--- src/rtl/imsu_pkg.sv ---
// ----------------------------------------------------------------------------
// imsu_pkg
// Shared types and constants of the Ising Metropolis site-update engine.
// ----------------------------------------------------------------------------
package imsu_pkg;

    localparam int COORD_W       = 4;
    localparam int SIZE_W        = 5;
    localparam int ENTRY_W       = 5;
    localparam int VALUE_W       = 17;
    localparam int FRAC_W        = 16;
    localparam int SUM_W         = 4;
    localparam int STATUS_W      = 2;
    localparam int CMD_W         = 2;
    localparam int CFG_IDX_W     = 2;
    localparam int TABLE_DEPTH   = 26;
    localparam int SIDE_MAX_DEF  = 16;
    localparam int RAND_BITS_DEF = 16;

    localparam int FIX_W = 3 * COORD_W + 1 + ENTRY_W + VALUE_W;
    localparam int OUT_W = 1 + 1 + SUM_W + STATUS_W;

    localparam logic [VALUE_W-1:0] ONE_Q16 = 17'h10000;

    localparam logic [CFG_IDX_W-1:0] CFG_SIZE_X = 2'd0;
    localparam logic [CFG_IDX_W-1:0] CFG_SIZE_Y = 2'd1;
    localparam logic [CFG_IDX_W-1:0] CFG_SIZE_Z = 2'd2;
    localparam logic [CFG_IDX_W-1:0] CFG_WRAP   = 2'd3;

    localparam logic [STATUS_W-1:0] ST_OK    = 2'd0;
    localparam logic [STATUS_W-1:0] ST_SITE  = 2'd1;
    localparam logic [STATUS_W-1:0] ST_ENTRY = 2'd2;

    typedef enum logic [CMD_W-1:0] {
        CMD_WRITE   = 2'd0,
        CMD_READ    = 2'd1,
        CMD_LOAD    = 2'd2,
        CMD_ATTEMPT = 2'd3
    } t_cmd;

    typedef enum logic [2:0] {
        STEP_CTR = 3'd0,
        STEP_XP  = 3'd1,
        STEP_YP  = 3'd2,
        STEP_ZP  = 3'd3,
        STEP_XM  = 3'd4,
        STEP_YM  = 3'd5,
        STEP_ZM  = 3'd6
    } t_step;

    typedef struct packed {
        logic [SIZE_W-1:0] size_x;
        logic [SIZE_W-1:0] size_y;
        logic [SIZE_W-1:0] size_z;
        logic              wrap;
    } t_cfg;

endpackage

--- src/rtl/imsu_nbr_step.sv ---
// ----------------------------------------------------------------------------
// imsu_nbr_step
// Site address unit: clamps lattice extents, checks the addressed site and
// forms the spin address of the centre or of one of its six neighbours.
// ----------------------------------------------------------------------------
module imsu_nbr_step #(
    parameter int SIDE_MAX = imsu_pkg::SIDE_MAX_DEF
) (
    input  imsu_pkg::t_cfg                  i_cfg,
    input  logic [imsu_pkg::COORD_W-1:0]    i_x,
    input  logic [imsu_pkg::COORD_W-1:0]    i_y,
    input  logic [imsu_pkg::COORD_W-1:0]    i_z,
    input  imsu_pkg::t_step                 i_step,
    output logic                            o_in_range,
    output logic                            o_valid,
    output logic [3*$clog2(SIDE_MAX)-1:0]   o_addr
);
    import imsu_pkg::*;

    localparam int CW    = $clog2(SIDE_MAX);
    localparam int SMW   = $clog2(SIDE_MAX + 1);
    localparam int CMPW0 = (SMW > SIZE_W) ? SMW : SIZE_W;
    localparam int CMPW  = (CMPW0 > COORD_W + 1) ? CMPW0 : COORD_W + 1;

    function automatic logic [CMPW-1:0] eff_size(input logic [SIZE_W-1:0] s);
        logic [CMPW-1:0] w;
        w = CMPW'(s);
        if (s == '0) begin
            w = CMPW'(1);
        end else if (w > CMPW'(SIDE_MAX)) begin
            w = CMPW'(SIDE_MAX);
        end
        return w;
    endfunction

    logic [CMPW-1:0] nx, ny, nz;
    logic [CMPW-1:0] cx, cy, cz;
    logic [CMPW-1:0] ac, an, ar;
    logic [CMPW-1:0] rx, ry, rz;
    logic [1:0]      axis;
    logic            plus;

    assign nx = eff_size(i_cfg.size_x);
    assign ny = eff_size(i_cfg.size_y);
    assign nz = eff_size(i_cfg.size_z);
    assign cx = CMPW'(i_x);
    assign cy = CMPW'(i_y);
    assign cz = CMPW'(i_z);

    assign o_in_range = (cx < nx) && (cy < ny) && (cz < nz);

    always_comb begin
        axis = 2'd0;
        plus = 1'b1;
        unique case (i_step)
            STEP_CTR: begin axis = 2'd0; plus = 1'b1; end
            STEP_XP:  begin axis = 2'd1; plus = 1'b1; end
            STEP_YP:  begin axis = 2'd2; plus = 1'b1; end
            STEP_ZP:  begin axis = 2'd3; plus = 1'b1; end
            STEP_XM:  begin axis = 2'd1; plus = 1'b0; end
            STEP_YM:  begin axis = 2'd2; plus = 1'b0; end
            STEP_ZM:  begin axis = 2'd3; plus = 1'b0; end
            default:  begin axis = 2'd0; plus = 1'b1; end
        endcase
    end

    always_comb begin
        ac = cx;
        an = nx;
        unique case (axis)
            2'd2: begin ac = cy; an = ny; end
            2'd3: begin ac = cz; an = nz; end
            default: begin ac = cx; an = nx; end
        endcase
        o_valid = 1'b1;
        ar      = ac;
        if (axis != 2'd0) begin
            if (plus) begin
                if (ac + CMPW'(1) < an) begin
                    ar = ac + CMPW'(1);
                end else if (i_cfg.wrap) begin
                    ar = '0;
                end else begin
                    o_valid = 1'b0;
                end
            end else begin
                if (ac != '0) begin
                    ar = ac - CMPW'(1);
                end else if (i_cfg.wrap) begin
                    ar = an - CMPW'(1);
                end else begin
                    o_valid = 1'b0;
                end
            end
        end
        rx = (axis == 2'd1) ? ar : cx;
        ry = (axis == 2'd2) ? ar : cy;
        rz = (axis == 2'd3) ? ar : cz;
    end

    assign o_addr = {rz[CW-1:0], ry[CW-1:0], rx[CW-1:0]};

endmodule

--- config.mk ---
export PLATFORM = sky130hd
export DESIGN_NAME = imsu_nbr_step
export DESIGN_NICKNAME = d
export VERILOG_FILES = /design/src/rtl/imsu_pkg.sv /design/src/rtl/imsu_nbr_step.sv
export SDC_FILE = /design/constraint.sdc
export NUM_CORES = 1
export LEC_CHECK = 0
export ABC_AREA = 0
export ABC_CLOCK_PERIOD_IN_PS = 3100
export BUFFER_PORTS_ARGS = -buffer_cell sky130_fd_sc_hd__clkbuf_2
export CORE_UTILIZATION = 40
export DETAILED_ROUTE_END_ITERATION = 8
export PLACE_DENSITY = 0.71
export SYNTH_ARGS = -nofsm -noshare
export SYNTH_HDL_FRONTEND = slang
export SYNTH_SLANG_ARGS = --single-unit
--- constraint.sdc ---
create_clock -name vclk -period 3.1
set_clock_uncertainty 0.15 [all_clocks]
set_input_delay 0.155 -clock vclk [all_inputs]
set_output_delay 0.155 -clock vclk [all_outputs]
set_load 0.02 [all_outputs]
* Yosys cells after proc, flatten, opt, wreduce, memory -nomap -nowiden
Cells that the tools add are included.
** Word-level totals
- Register bits :: 0
- Input port bits :: 31
** Cells by class
- Add/subtract/negate cells :: 3
- Order comparisons :: 7
- Eq/ne operators :: 9
- Multiplexer cells :: 23
- Reduce and logical (&&, ||, !) cells :: 11
** Operators with widths (number)
- 2-to-1 mux 4 bit :: 9
- 2-to-1 mux 5 bit :: 6
- > comparator 5 bit (second input constant) :: 3
- zero test 5 bit :: 3
- < comparator 4 x 5 -> 1 bit :: 3
- case mux 5 bit (2 select lines) :: 1
- equality test 3 bit (second input constant) :: 3
- case mux 4 bit (2 select lines) :: 1
- subtractor 4 x 1 -> 4 bit (second input constant) :: 2
- equality test 3 x 2 -> 1 bit (second input constant) :: 2
- case mux 2 bit (3 select lines) :: 1
- OR reduction 2 bit :: 3
- adder 4 x 1 -> 5 bit (second input constant) :: 1
- < comparator 5 bit :: 1
- 2-to-1 mux 1 bit :: 5
- nonzero test 5 bit :: 1
- equality test 2 bit (second input constant) :: 2
- equality test 3 x 1 -> 1 bit (second input constant) :: 1
- OR reduction 3 bit :: 1
- equality test 2 x 1 -> 1 bit (second input constant) :: 1
- logical AND 1 bit :: 2
- nonzero test 2 bit :: 1

* Logic depth before layout (Yosys ltp)
- Depth in word-level cells :: 11
- Depth in mapped cells :: 16

* Worst setup path before layout
OpenSTA, ideal clock, no wires.
- Path kind :: in2out
- From :: in i_step[1]
- To :: out o_addr[2]
- Data arrival time :: 3.171 ns
- Required time :: 2.795 ns
- Setup slack :: -0.376 ns
- Stages on the path :: 15
- Path buffers :: 1
- Cells stage by stage :: buf_2 > and2_2 > o211ai_1 > o221a_2 > inv_1 > ha_1 > xnor2_1 > ha_1 > a21o_1 > a21o_1 > a21oi_1 > o211ai_1 > a31oi_1 > a211oi_1 > o31ai_1
** Between the ends
- Word-level cells in the longest chain between the ends :: 11
- Elaborated cells between the ends (all ways) :: 29
- Those cells by class :: 3 x add/sub; 1 x order compare; 9 x eq/ne; 10 x mux; 6 x reduce/logical
** Ends and longest elaborated chain
- start, declared :: line imsu_nbr_step.sv:13 : input imsu_pkg::t_step i_step,
- equality test 3 bit (tied with other cells) :: line imsu_nbr_step.sv:55 : unique case (i_step)
- OR reduction 2 bit (no line)
- case mux 2 bit (3 select lines) :: line imsu_nbr_step.sv:55
- equality test 2 bit :: line imsu_nbr_step.sv:70 : unique case (axis)
- case mux 4 bit (2 select lines) or case mux 5 bit (2 select lines) (tied branches) :: line imsu_nbr_step.sv:70
- adder 4 x 1 -> 5 bit or subtractor 4 x 1 -> 4 bit (tied branches) :: line imsu_nbr_step.sv:80, imsu_nbr_step.sv:90
- < comparator 5 bit or 2-to-1 mux 4 bit (tied branches) :: line imsu_nbr_step.sv:79, imsu_nbr_step.sv:89
- 2-to-1 mux 4 bit, on equally long branches :: line imsu_nbr_step.sv:79, imsu_nbr_step.sv:87
- 2-to-1 mux 4 bit :: line imsu_nbr_step.sv:78 : if (plus) begin
- 2-to-1 mux 4 bit :: line imsu_nbr_step.sv:77 : if (axis != 2'd0) begin
- 2-to-1 mux 4 bit * :: line imsu_nbr_step.sv:96 : rx = (axis == 2'd1) ? ar : cx;
- end, declared :: line imsu_nbr_step.sv:16 : output logic [3*$clog2(SIDE_MAX)-1:0] o_addr
Every way passes the cells marked *; elsewhere a longest branch is shown, timed or not.

* Final worst setup path
- From :: in i_step[2]
- To :: out o_addr[10]
** Between the ends
- Word-level cells in the longest chain between the ends :: 11
- Elaborated cells between the ends (all ways) :: 28
- Those cells by class :: 3 x add/sub; 1 x order compare; 8 x eq/ne; 10 x mux; 6 x reduce/logical
** Ends and longest elaborated chain
- equality test 3 bit (tied with other cells) :: line imsu_nbr_step.sv:55
- OR reduction 2 bit (no line)
- case mux 2 bit (3 select lines) :: line imsu_nbr_step.sv:55
- equality test 2 bit, on equally long branches :: line imsu_nbr_step.sv:70, imsu_nbr_step.sv:98
- case mux 4 bit (2 select lines) or case mux 5 bit (2 select lines) (tied branches) :: line imsu_nbr_step.sv:70
- adder 4 x 1 -> 5 bit or subtractor 4 x 1 -> 4 bit (tied branches) :: line imsu_nbr_step.sv:80, imsu_nbr_step.sv:90
- < comparator 5 bit or 2-to-1 mux 4 bit (tied branches) :: line imsu_nbr_step.sv:79, imsu_nbr_step.sv:89
- 2-to-1 mux 4 bit, on equally long branches :: line imsu_nbr_step.sv:79, imsu_nbr_step.sv:87
- 2-to-1 mux 4 bit :: line imsu_nbr_step.sv:78
- 2-to-1 mux 4 bit :: line imsu_nbr_step.sv:77
- 2-to-1 mux 4 bit * :: line imsu_nbr_step.sv:98 : rz = (axis == 2'd3) ? ar : cz;
Marks and branches as above.

==> results.md <==
- Crit Path Max Fanout: 8
- Netlist cell types: 57
- Vias in the first global route: about 1900
- Max-Slew Margin vs Limit: 0.507
- Crit path arrival time: ~3.1 ns
- Maximum operating frequency: 296 MHz
- # DRC: 0
- Syn-to-layout area delta: 76.9%
- Slew @ Worst Pin: around 0.74 ns
- Global Route Usage Sum: 0.295
- Final WL: ~6000 um
- WS Path Type: in -> out
- Number of clock-tree buffers in the layout: 0
- Layout cell share with drive strength beyond 1: 0.575
- Part of the power in registers: 0
- YS warnings: 0
- Sw Share: 0.498
- Sequential standard cell area: 0 um^2
- MaxCap Viol Count: 0
- Period utilization: 1.09
- Crit end category: primary output
- Synth Instances: 190
- Lkg Pwr: between 1 and 1.5 nW
- Hold Slack: 0.564 ns
- CP Launch Type: primary input
- Placed wire-length estimate: 4410 um
- NumNets Final: 341
- Clock Power Share: 0
- Net switching power: 332 uW
- Buffers on Ports: 45
- Setup ws final: -0.279 ns
- Setup violations, final: 13
- Post-Syn Area: roughly 1500 um^2
- Slew Limit Fails: 0
- Ant diodes: 0
- Die ar.: 3920 um^2
- Unrepaired setup endpoints after global routing: yes
- Most frequent cells in the layout: buf_4 (64), clkbuf_2 (29), nand2_1 (17), mux2i_1 (14), ha_1 (14)
- Vias per cell: between 5 and 6
- Die Y: around 63 um
- Placeable core region: 3420 um^2
- Commonest non-fill, non-tap cell in the layout: buf_4
- Synthesized Nets: 237
- Largest net degree at the start of global routing: 10
- Status: finished with violations
- Hold_buf cts: 0
- RePlAce Congestion: 0.998
- Critical Path RT: 2.79 ns
- FFs & Latches: 0
- Util after Layout: 0.761
- Cell depth of the worst min-delay path: 4
- Sum Neg Setup Slack: -2.97 ns
- Total power: 666 uW
- Global-route wire length before repair: 9320 um
- Path category of the worst min-delay check: in -> out
- Internal power component: between 300 and 400 uW
- Logic pwr share: 1.000
- Pre-CTS setup slack: -0.465 ns
- Routed Antenna Nets: 0
- Peak supply drop: between 0.1 and 0.15 mV
- Via count: 1949
- Mapped Avg Cell Area: 7.74 um^2
- Fillers: 242
- Die width: 62.6 um
- Cell row count: 21
- Initial Util: 0.430
- Final hold violations: 0
- Area of the multi-input gates: 1640 um^2
- IO Pins: 45
- Antenna violations before repair: 0
- Drt wl/cell: 17.8 um
- Failing checks: negative setup slack
- Post-layout min period: 3.38 ns
- PwrDens: 256 nW/um^2
- Remaining Overflow, GRT: 0
- Post-synthesis sequential area ratio: 0
- DRT Pass-1 Iters: 4
- First-iteration detailed-routing DRC count: 118
==> power groups by stage <==
stage / Combinational, mW / Sequential [mW] / Clock, mW
after global placement: 0.493 / 0 / 0
after CTS: 0.573 / 0 / 0
after floorplan: 0.318 / 0 / 0
after global routing: 0.709 / 0 / 0
final: 0.666 / 0 / 0
after detailed placement: 0.502 / 0 / 0
==> synth_stat cells, drive strengths merged, types with 2 or more instances <==
cell type   n  area share
a21oi       8       0.027
mux2       10       0.077
a21o        3       0.015
nand2b     10       0.043
inv         9       0.023
o211ai      4       0.020
o221ai      4       0.032
nor4        2      0.0085
nand2      20       0.056
nor2        6       0.015
o31ai       6       0.031
nand3       3       0.014
nor2b       3       0.013
o221a       4       0.031
or2         2      0.0085
o21a        5       0.026
buf         8       0.052
ha         16        0.14
mux2i      17        0.12
xnor2       3       0.018
a31oi       2      0.0085
nor3        5       0.020
o21ai      11       0.040
a211oi      5       0.029
nand4       2      0.0085
and2        4       0.018
==> metal layers <==
layer  up-vias  global-route usage  routed length (um)
met5         -                   0                   0
met4         0              0.0581                 152
met3        14              0.0255                 449
met2        89               0.501                2900
met1       901               0.403                2520
li1        945                   -                   -
==> path summary, 6_finish.rpt <==
kind | from | to | slack [ns]
worst max-delay path | i_step[2] | o_addr[10] | -0.28
worst min-delay path | i_y[3] | o_addr[7] | 0.56
==> area by class of cell <==
cell class,count,share of cell area
Tap cell,46,0.0221
Inverter,9,0.0130
Timing Repair Buffer,111,0.333
Multi-Input combinational cell,172,0.632
==> metrics by stage <==
stage	cell area [um^2]	std cells
finish	2600	338
global route	2600	338
CTS	2430	332
detailed placement	2200	327
global placement	2200	327
floorplan	1590	190
==> critical path, cell delays in order <==
cell       delay (ns)
clkbuf_16        0.15
nand2_8          0.10
mux2i_4          0.26
o221ai_4         0.17
ha_4             0.21
xnor2_2          0.12
ha_1             0.32
a21o_1           0.17
a21o_1           0.18
a21oi_2          0.18
buf_4            0.15
o211a_4          0.19
o21ai_2          0.08
a211oi_4         0.23
buf_6            0.16
o31ai_4          0.06
clkbuf_8         0.18
==> kinds of logic after synthesis <==
logic type                 count (synthesis)  share of synthesized area
and+or+nand+nor                           62                      0.231
adders and majority gates                 16                      0.136
muxes                                     27                      0.201
AOI/OAI and AO/OA                         64                      0.336
buffers and inverters                     18                     0.0774
xor gates and xnor gates                   3                     0.0179
==> timing repair <==
action,in CTS,in global routing
resized for setup,40,39
setup buffers,6,6
pin swaps,21,21
setup endpoints to repair,13,13
endpoints found under the hold margin,0,0
Note: power is estimated with default switching activity, not from simulation.
